$ cat src/hdl/smt_pkg.sv
// smt_pkg: request codes, field widths and the per-cell control bundle
// shared by the sorted membership table; depends on nothing
`timescale 1ns / 1ps
`default_nettype none

package smt_pkg;

  localparam int KEY_W     = 32;
  localparam int REQ_W     = 2;
  localparam int CNT_OUT_W = 9;
  localparam int OUT_TDATA_W = 16;

  // hit bits folded per first-level group of the lookup reduction
  localparam int GROUP_W = 16;

  localparam logic [REQ_W-1:0] REQ_INSERT = 2'd0;
  localparam logic [REQ_W-1:0] REQ_LOOKUP = 2'd1;
  localparam logic [REQ_W-1:0] REQ_CLEAR  = 2'd2;

  typedef struct packed {
    logic             load;    // beat accepted this cycle
    logic             insert;  // insert that fits in the table
    logic             lookup;
    logic [KEY_W-1:0] key;
  } cell_ctl_t;

endpackage

`default_nettype wire

$ cat src/hdl/smt_hit_reduce.sv
// smt_hit_reduce: first registered level of the lookup or-tree, folding the
// per-cell hit bits into group flags; uses smt_pkg
`timescale 1ns / 1ps
`default_nettype none

module smt_hit_reduce #(
  parameter int N = 256
) (
  input  wire logic                     clk,
  input  wire logic                     en,
  input  wire logic [N-1:0]             hits,
  output logic [((N + smt_pkg::GROUP_W - 1) / smt_pkg::GROUP_W)-1:0] grp_r
);

  localparam int G  = smt_pkg::GROUP_W;
  localparam int NG = (N + G - 1) / G;

  logic [NG*G-1:0] hits_pad;
  logic [NG-1:0]   grp_nxt;

  assign hits_pad = {{(NG*G-N){1'b0}}, hits};

  always_comb begin
    for (int g = 0; g < NG; g++) begin
      grp_nxt[g] = |hits_pad[g*G +: G];
    end
  end

  always_ff @(posedge clk) begin
    if (en) begin
      grp_r <= grp_nxt;
    end
  end

endmodule

`default_nettype wire

$ cat config.mk
export PLATFORM = sky130hd
export DESIGN_NAME = smt_hit_reduce
export DESIGN_NICKNAME = d
export VERILOG_FILES = /design/src/hdl/smt_pkg.sv /design/src/hdl/smt_hit_reduce.sv
export SDC_FILE = /design/constraint.sdc
export NUM_CORES = 1
export LEC_CHECK = 0
export BUFFER_PORTS_ARGS = -buffer_cell sky130_fd_sc_hd__buf_2
export CAP_MARGIN = 20
export CORE_AREA = 2 2 106 108
export CTS_BUF_LIST = sky130_fd_sc_hd__clkbuf_4 sky130_fd_sc_hd__clkbuf_8
export DETAILED_ROUTE_END_ITERATION = 10
export DIE_AREA = 0 0 108 110
export PLACE_DENSITY = 0.52
export SLEW_MARGIN = 5
export SYNTH_ARGS = -nofsm -noshare
export SYNTH_HDL_FRONTEND = slang
export SYNTH_SLANG_ARGS = --single-unit
$ cat constraint.sdc
create_clock -name clk -period 0.8 [get_ports clk]
set_clock_uncertainty 0.05 [all_clocks]
set_input_delay 0.08 -clock clk [delete_from_list [all_inputs] [get_ports clk]]
set_output_delay 0.08 -clock clk [all_outputs]
set_load 0.03 [all_outputs]
# == Yosys cells after proc, flatten, opt, wreduce, memory -nomap -nowiden ==
# Index checks and enable logic that the tools add are counted.
# totals
reg_bits,16
in_bits,258
out_inout_bits,16
wordCells,17
# op_classes
n_reduce_logical,16
# op_table
cell,n
$reduce_or 16->1,16

# == Logic depth before layout (Yosys ltp) ==
# depth
depth_word,1
ltp_mapped,2
depth_no_buf,2

# == Worst setup path before layout ==
# OpenSTA, ideal clock, no wires.
# synth_path
path_type,input port to flip-flop
from,input hits[6]
to,"register grp_r[0] (netlist bit), data pin"
setup_ns,0.273
arrival_ns,0.424
t_required_ns,0.477
path_slack_ns,0.053
stages,2
path_buffers,0
cell_sequence,nor4_1 nand4_1
# synth_between
elab_chain_cells,1
# synth_lines
item,line,rtl
start: declaration,smt_hit_reduce.sv:11,"input wire logic [N-1:0] hits,"
$reduce_or 16->1,smt_hit_reduce.sv:25,grp_nxt[g] = |hits_pad[g*G +: G];
net grp_nxt[0],smt_hit_reduce.sv:19,logic [NG-1:0] grp_nxt;
end signal: assignment,smt_hit_reduce.sv:31,grp_r <= grp_nxt;
end: declaration,smt_hit_reduce.sv:12,output logic [((N + smt_pkg::GROUP_W - 1) / smt_pkg::GROUP_W)-1:0] grp_r
# The timed path passes the listed nets, and every way through them passes these cells.
# A chain may end at the register's enable or synchronous reset.

# == Worst setup path in the final report ==
# layout_path
from,register grp_r[12] (netlist bit)
to,output grp_r[12] (netlist bit)
# No word-level cell between the ends.

==> flow_summary.ini <==
[cts]
cts_root_buffer = clkbuf_8
cts_tree = built
cts_buffers = 3
cts_sinks = 16
clk_pin_slew_ns = 0.07
holdBufCountCts = 0
h-tree-depth = 1
clockBufferDepth = 2

[placement]
gp_congestion = 0.797
dp_slack_ns = -0.314
place_inst = 511
dp_hpwl_mm = 6.21
io_buffers = 273

[min_path]
hold_path_depth = 3
worstHoldEndpoint = grp_r[13]$_DFFE_PP_
hp-start = hits[222]
hp-class = in -> reg

[sta]
tns_ns = -2.01
slew_headroom_pct = 74.5
worst_slew_pin_slew_ns = 0.379
finalCritPeriodShare_pct = 121
fin_crit_ns = 0.967
fmax_mhz = 1030
finalMaxSlewViolations = 0
fin_ws_ns = -0.167
setup-violations-final = 16
rsz0062_at_grt = yes
hold_viol = 0

[finish]
top_register = grp_r
fin_nets = 634
drive_gt1_share_pct = 74.6
regArea_um2 = 480
fill_cells = 1177
reg.largest.list = grp_r: 16 flops
diodes = 0
fin_cells = 514
post-route-util_pct = 25.3
largest_register_ffs = 16
areaGrowthSynthToFinish_pct = 176
multiInputGateArea_um2 = 507

[global_routing]
grt_pass1_wl_mm = 9.16
antenna_found_initial = 0
grtUsageTotal_pct = 10.1
grt_start_max_net_pins = 10
grt-ovfl-total = 0
grt_pass1_vias = 1987

[synth]
yosysSeqAreaShare_pct = 49.0
synthTopCellsByArea = edfxtp_1, nor4_1, nand4_1
synthesis.nets = 354
yosys_register_bits = 16
synth_top_cell_area_share_pct = 49.0
yosysMostFrequentCell = nor4_1
synth-edff-count = 16
synthArstFlopShare_pct = 0
ys.flop_type = edfxtp_1
synth_cells = 96
synth_commonest_cells = nor4_1, edfxtp_1, nand4_1
ys_types = 3
synth_area_per_cell_um2 = 10.2
synth_top_cell_by_area = edfxtp_1
ys.warnings.count = 0
netlist_area_um2 = 981

[routing]
wl_mm = 6.68
drt-wirelength-per-cell_um = 13.0
drt-met1-wl_mm = 2.31
num_vias = 2054
topRoutingLayerUsed = met4
routed_via_density = 4.00
met3_length_um = 736
initialDrtViolationCount = 39
drtAntennaViolNets = 0
post-route-drc-count = 0
dr.pass1.iters = 4
wl_met2_mm = 3.61

[power_and_ir_drop]
p_seq_share_pct = 38.4
p_int_mw = 1.87
p_clk_share_pct = 25.5
p_leak_nw = 1.34
irDropWorstVdd_mv = 0.414
combPwrFrac_pct = 36.1
p_switching_mw = 0.695
power_per_cell_area_mw_per_mm2 = 945
p_sw_share_pct = 27.1

[run]
drv_cap = 0

[floorplan]
die_w_um = 108
initial_core_util_pct = 9.17
rows = 38
die_h_um = 110
dieArea_mm2 = 0.0119
pin_count = 274
core_mm2 = 0.0107

[setup_path]
crit_path_top_delay_cell = edfxtp_1
crit_required_ns = 0.67
path_cells = buf_6
path_class = reg -> out
critPathLaunchType = register
cp.arrival_ns = 0.84
crit_buf_inv = 1
worstSetupEndpointType = output pin
critPathMaxFanout = 1
crit_cells = 1
crit_family = flip-flops
crit_path_max_incr_delay_ns = 0.42

[run_status]
violations = setup timing
status = finished with violations
==> placed cells by master, fill, tap and decap left out <==
cell type / instances
nand4_1: 16
nor4_2: 1
edfxtp_1: 16
nor4_1: 63
buf_6: 16
clkbuf_8: 3
buf_2: 257
buf_12: 2
==> cell type report <==
cell class / instances / area share [%]
repair buffers: 275 / 55.6
multi-input cells: 80 / 18.7
flip-flops and latches: 16 / 17.7
well taps: 140 / 6.46
clock buffers: 3 / 1.52
==> per-layer routing <==
layer / track usage, % / up-vias
li1: - / 1022
met1: 11.0 / 890
met2: 20.1 / 140
met3: 2.88 / 2
met4: 1.10 / 0
met5: 0 / -
==> cell families (layout without fill, tap and decap cells) <==
group	after synthesis	after routing	share of synthesized area (%)
buffers and inverters	0	278	0
DFF	16	16	49.0
and+or+nand+nor	80	80	51.0
==> power groups by stage <==
stage	sequential [mW]	combinational, mW	clock [mW]
final	0.983	0.925	0.653
after global placement	0.992	0.868	0
after CTS	0.983	0.938	0.734
after floorplan	1.08	0.0585	0
after detailed placement	0.990	0.884	0
after global routing	0.987	1.01	0.766
==> metrics by stage <==
step | total power, mW | hold slack, ns | instance area [um^2]
finish | 2.56 | 0.0432 | 2710
global placement | 1.86 | 0.308 | 2560
detailed placement | 1.87 | 0.307 | 2560
floorplan | 1.14 | 0.142 | 981
global route | 2.76 | 0.0344 | 2710
CTS | 2.66 | 0.0304 | 2710
==> repair_timing <==
action / in CTS / in global routing
resized for setup: 33 / 0
pin swaps: 0 / 0
endpoints found under the setup margin: 17 / 16
buffers inserted: 0 / 0
endpoints found under the hold margin: 0 / 0
==> worst max-delay path by stage <==
stage | endpoint | slack (ns) | start
final | grp_r[12] | -0.17 | grp_r[12]$_DFFE_PP_
after global routing | grp_r[12] | -0.21 | grp_r[12]$_DFFE_PP_
after CTS | grp_r[12] | -0.19 | grp_r[12]$_DFFE_PP_
after detailed placement | grp_r[3]$_DFFE_PP_ | -0.31 | hits[58]
after global placement | grp_r[3]$_DFFE_PP_ | -0.29 | hits[58]
after floorplan | grp_r[0]$_DFFE_PP_ | 0.05 | hits[6]
No activity file was read; power rests on OpenSTA's default activity.
