### config.mk
export PLATFORM = sky130hd
export DESIGN_NAME = smt_cell
export DESIGN_NICKNAME = d
export VERILOG_FILES = /design/src/hdl/smt_pkg.sv /design/src/hdl/smt_cell.sv
export SDC_FILE = /design/constraint.sdc
export NUM_CORES = 1
export LEC_CHECK = 0
export BUFFER_PORTS_ARGS = -buffer_cell sky130_fd_sc_hd__buf_2
export CAP_MARGIN = 0
export CORE_MARGIN = 4
export CORE_UTILIZATION = 46
export CTS_CLUSTER_DIAMETER = 40
export CTS_CLUSTER_SIZE = 28
export DETAILED_ROUTE_END_ITERATION = 12
export GPL_ROUTABILITY_DRIVEN = 0
export PLACE_DENSITY = 0.91
export SETUP_SLACK_MARGIN = 0.5
export SLEW_MARGIN = 20
export SYNTH_ARGS = -nofsm -noshare
export SYNTH_HDL_FRONTEND = slang
export SYNTH_SLANG_ARGS = --single-unit
### constraint.sdc
create_clock -name clk -period 3.68 [get_ports clk]
set_input_delay 0.184 -clock clk [delete_from_list [all_inputs] [get_ports clk]]
set_output_delay 0.184 -clock clk [all_outputs]
set_load 0.05 [all_outputs]
### src/hdl/smt_pkg.sv
// smt_pkg: request codes, field widths and the per-cell control bundle
// shared by the sorted membership table; depends on nothing
`timescale 1ns / 1ps
`default_nettype none

package smt_pkg;

  localparam int KEY_W     = 32;
  localparam int REQ_W     = 2;
  localparam int CNT_OUT_W = 9;
  localparam int OUT_TDATA_W = 16;

  // hit bits folded per first-level group of the lookup reduction
  localparam int GROUP_W = 16;

  localparam logic [REQ_W-1:0] REQ_INSERT = 2'd0;
  localparam logic [REQ_W-1:0] REQ_LOOKUP = 2'd1;
  localparam logic [REQ_W-1:0] REQ_CLEAR  = 2'd2;

  typedef struct packed {
    logic             load;    // beat accepted this cycle
    logic             insert;  // insert that fits in the table
    logic             lookup;
    logic [KEY_W-1:0] key;
  } cell_ctl_t;

endpackage

`default_nettype wire

### src/hdl/smt_cell.sv
// smt_cell: one slot of the sorted chain; holds a value, shifts up from its
// lower neighbor on insert and registers its own lookup hit; uses smt_pkg
`timescale 1ns / 1ps
`default_nettype none

module smt_cell #(
  parameter int CW  = 9,
  parameter int IDX = 0
) (
  input  wire logic                     clk,
  input  wire smt_pkg::cell_ctl_t       ctl,
  input  wire logic [CW-1:0]            count,
  input  wire logic                     prev_gt,
  input  wire logic [smt_pkg::KEY_W-1:0] prev_value,
  output logic [smt_pkg::KEY_W-1:0]     value,
  output logic                          gt,
  output logic                          hit_r
);

  logic [smt_pkg::KEY_W-1:0] value_r;
  logic [smt_pkg::KEY_W-1:0] value_nxt;
  logic                      occ;
  logic                      is_tail;
  logic                      hit_nxt;

  assign occ     = CW'(IDX) < count;
  assign is_tail = CW'(IDX) == count;
  assign gt      = occ && (value_r > ctl.key);
  assign hit_nxt = ctl.lookup && occ && (value_r == ctl.key);
  assign value   = value_r;

  // larger values below move up one slot, the first slot not below a
  // larger value takes the new key
  always_comb begin
    value_nxt = value_r;
    if (ctl.insert) begin
      if (prev_gt) begin
        value_nxt = prev_value;
      end else if (gt || is_tail) begin
        value_nxt = ctl.key;
      end
    end
  end

  always_ff @(posedge clk) begin
    value_r <= value_nxt;
    if (ctl.load) begin
      hit_r <= hit_nxt;
    end
  end

endmodule

`default_nettype wire

# After elaboration in Yosys (flattened, before gate mapping)
# Cells that the tools add are included.
op_classes:
  magnitude_cmp: 2
  reduce_logical: 7
  n_mux: 2
  eq_ne: 1
op_table:
  columns: ["cell", "n"]
  rows:
  - ["$mux W32", 2]
  - ["$eq A32 B32 Y1", 1]
  - ["$gt A32 B32 Y1", 1]
  - ["$logic_not A9 Y1", 1]
  - ["$lt A1 B9 Y1 const A", 1]
  - ["$logic_and A1 B1 Y1", 3]
  - ["$reduce_and A2 Y1", 1]
  - ["$reduce_bool A2 Y1", 1]
  - ["$logic_or A1 B1 Y1", 1]
word_totals:
  in_bits: 78
  ff_bits: 33
  output_inout_bits: 34

# Longest topological paths before layout
logic_depth:
  depth_word: 5
  ltp_mapped: 8
  depth_no_buf: 8

# Worst setup path before layout
# Ideal clock, no wire load.
synth_timing:
  path_type: "register to register"
  from: "register value_r, in the netlist value[30]"
  to: "register value_r, in the netlist value[0] (enable)"
  setup_slack_ps: 8
  arrival_ps: 3250
  stages_incl_launch_ff: 7
  period_less_slack_ps: 3672
  path_buffers: 0
  required_ps: 3258
  path_cell_list: "edfxtp_1 ha_1 nand4_2 or4_1 o211ai_1 a2111oi_1 nor2_1"
synth_between:
  elab_chain_cells: 5
synth_lines:
  columns: ["item", "line", "rtl"]
  rows:
  - ["start: declaration", "smt_cell.sv:20", "logic [smt_pkg::KEY_W-1:0] value_r;"]
  - ["start signal: assignment", "smt_cell.sv:46", "value_r <= value_nxt;"]
  - ["$gt A32 B32 Y1", "smt_cell.sv:28", "assign gt = occ && (value_r > ctl.key);"]
  - ["$logic_and A1 B1 Y1", "smt_cell.sv:28", null]
  - ["$logic_or A1 B1 Y1", "smt_cell.sv:39", "end else if (gt || is_tail) begin"]
  - ["$reduce_bool A2 Y1 (no line)", null, null]
  - ["$reduce_and A2 Y1 (no line)", null, null]
# No other way between the ends.
# A chain may end at the register's enable or synchronous reset.

# Final worst setup path
layout_timing:
  from: "register value_r, in the netlist value[11]"
  to: "register value_r, in the netlist value[17] (enable)"
# Same word-level chain as after synthesis.

==> flow_summary.yaml <==
worst_setup_path:
  cp_max_fo: 12
  critical-path-max-stage-delay_ns: 0.41
  reg2reg_slack_ns: 1.00
  path_buf_inv: 1
  crit_chain: "ha_1 > nand4_1 > nor4_1 > a21boi_2 > a211o_1 > a2111oi_1 > nor2_4 > buf_4"
  r2r_end: "value[17]"
  r2r_cells: 8
  cp.required_ns: 3.66
  slowest_stage: "edfxtp_1"
  worstReg2RegStart: "value[11]"
  cp.arrival_ns: 2.66
  worst-path-stages: 8
  crit_type: "flip-flop to flip-flop"
  cpLargestDelayFamily: "simple AND/OR/NAND/NOR gates"
  start_kind: "flip-flop"
  end_kind: "flip-flop"
min_path:
  hold_path_class: "input pin to flip-flop"
  hold_depth: 1
  hold_start: "ctl[34]"
  min_to: "hit_r"
layout:
  syn_to_final_growth_pct: 30.89
  final_cell_mix: "buf_2, nand2_1, inv_1, o21ai_0, edfxtp_1"
  layout.cells.most_common: "buf_2"
  fin_nets: 448
  diodes: 0
  final_area_um2: 2905
  drive_gt1_frac: 0.3846
global_routing:
  globalRouteMet3Util: 0.03828
  use_met1: 0.2113
  grt_max_degree: 66
  busiest_layer: "met2"
  antenna_found_initial: 0
  overflow: 0
  grt_pass1_wl_mm: 9.039
  grt_usage: 0.1908
  grt_util_met2: 0.3601
  first_global_vias: 1965
yosys:
  synth_cells: 225
  synthTopCellsByArea: "edfxtp_1, ha_1, o21ai_0"
  syn_nets: 335
  ys_seq_elements: 33
  yosys.cell_types.count: 35
  yosys.area.top_type: "edfxtp_1"
  avgSynthCellArea_um2: 9.865
  netlist_area_um2: 2220
  yosysSeqAreaShare: 0.4464
  synth.top_cell.area_share: 0.4464
  yosys_warnings: 0
power_and_ir_drop:
  leakage_nw: 1.480
  totalPowerFinal_mw: 1.053
  power.density_nw_per_um2: 362.5
  peakVddDrop_mv: 0.1816
place:
  port_buffers: 111
  place_area_um2: 2829
  dp_hpwl_mm: 4.828
  place_ws_ns: 0.9867
timing:
  slew_headroom: 0.3731
  hold_viol: 0
  worst_pin_slew_ns: 0.9403
  fmax_ghz: 0.3734
  fin_crit_ns: 2.678
  fin_ws_ns: 1.002
  post-route-period-util: 0.7277
  rsz0062_at_grt: "no"
  fin_setup_tns_ns: 0
  drv_slew: 0
  setup_viol: 0
  hold_ws_ns: 0.1033
  skew_ns: 0.006398
clocking:
  path_clk_slew_ns: 0.07
  insertion_delay_ns: 0.29
  numCtsBuffers: 5
  htree_levels: 2
  cts_buffer_depth: 2
  root_buffer: "clkbuf_8"
  post_cts_buffers: 0
  cts_num_sinks: 33
  post_cts_resized: 0
  hold_buffers: 0
  cts_tree: "built"
detailed_routing:
  via_per_inst: 5.184
  drt_iter0_markers: 85
  wl_mm: 5.828
  dr.pass1.iters: 6
  wire_per_inst_um: 14.87
  dr_total_vias: 2032
  drc: 0
  final_antenna_net_count: 0
run:
  drv_cap: 0
floorplanning:
  die_area_um2: 6001
  die_y_um: 77.47
  die_w_um: 77.47
  io_pins: 112
  coreArea_um2: 4692
  initial_core_util: 0.4731
  fp-row-count: 25
run_status:
  status: "complete, no violations"
## stage by stage
stage	cells	util
after detailed placement	385	0.6029
after floorplan	225	-
final	392	0.6192
after CTS	392	0.6192
after global routing	392	0.6192
after global placement	385	0.6029
## how the worst max path moves through the flow
stage,end,slack [ns],from
floorplan,value[0],0.53,value[30]
global placement,value[18],1.03,value[11]
detailed placement,value[19],0.99,value[11]
CTS,value[16],0.98,value[11]
global route,value[3],0.81,value[23]
finish,value[17],1.00,value[11]
## kinds of logic after synthesis
kind of cell | synth area share
adders and majority gates | 0.1804
and+or+nand+nor | 0.1443
AOI/OAI and AO/OA | 0.1516
buffers and inverters | 0.07215
muxes | 0.005073
DFF | 0.4464
## Yosys cell counts
| cell | count |
|---|---|
| a2111oi_1 | 1 |
| o21ai_0 | 33 |
| and3b_1 | 1 |
| a21oi_1 | 12 |
| o21a_2 | 1 |
| nor2_1 | 4 |
| a21o_1 | 1 |
| mux2_2 | 1 |
| inv_1 | 33 |
| nand4_2 | 1 |
| nor3_2 | 1 |
| or4_4 | 1 |
| nand2_1 | 40 |
| a21oi_2 | 1 |
| nand4_1 | 5 |
| edfxtp_1 | 33 |
| nor4_2 | 1 |
| a211o_1 | 1 |
| a211oi_1 | 1 |
| a221oi_1 | 1 |
| nor4_1 | 1 |
| and3_1 | 1 |
| or3_2 | 1 |
| nor4_4 | 1 |
| nor2b_1 | 1 |
| and4_1 | 1 |
| a21boi_2 | 1 |
| nand3_1 | 1 |
| o221ai_2 | 1 |
| o211ai_1 | 2 |
| or4_1 | 1 |
| a41o_1 | 1 |
| clkbuf_1 | 6 |
| ha_1 | 32 |
| clkbuf_8 | 1 |
## report_power, final
group / leakage (nW) / switching [mW] / internal [mW]
Combinational: 1.12 / 0.222 / 0.108
Sequential: 0.319 / 0.0159 / 0.452
Clock: 0.0387 / 0.128 / 0.127
Total: 1.48 / 0.366 / 0.687
## worst reg2reg max path, stage by stage, from the launching register on
cell	delay, ns
edfxtp_1	0.41
ha_1	0.35
nand4_1	0.17
nor4_1	0.36
a21boi_2	0.21
a211o_1	0.13
a2111oi_1	0.11
nor2_4	0.36
buf_4	0.28
## metal layers
layer  share of wire  up-vias
li1                -     1026
met1            0.41      925
met2            0.52       68
met3           0.053       13
met4           0.022        0
met5               0        -
## flip-flops by register name, indices dropped and copies added, names as in the netlist
name and flops:
value 32, hit_r 1
## cell type report
class,count,area (µm²)
Clock buffer,6,72.57
Clock inverter,1,3.754
Fill cell,392,1787
Inverter,33,123.9
Multi-Input combinational cell,152,1076
Sequential cell,33,991.0
Tap cell,54,67.56
Timing Repair Buffer,113,570.5
(Power assumes the default switching activity.)
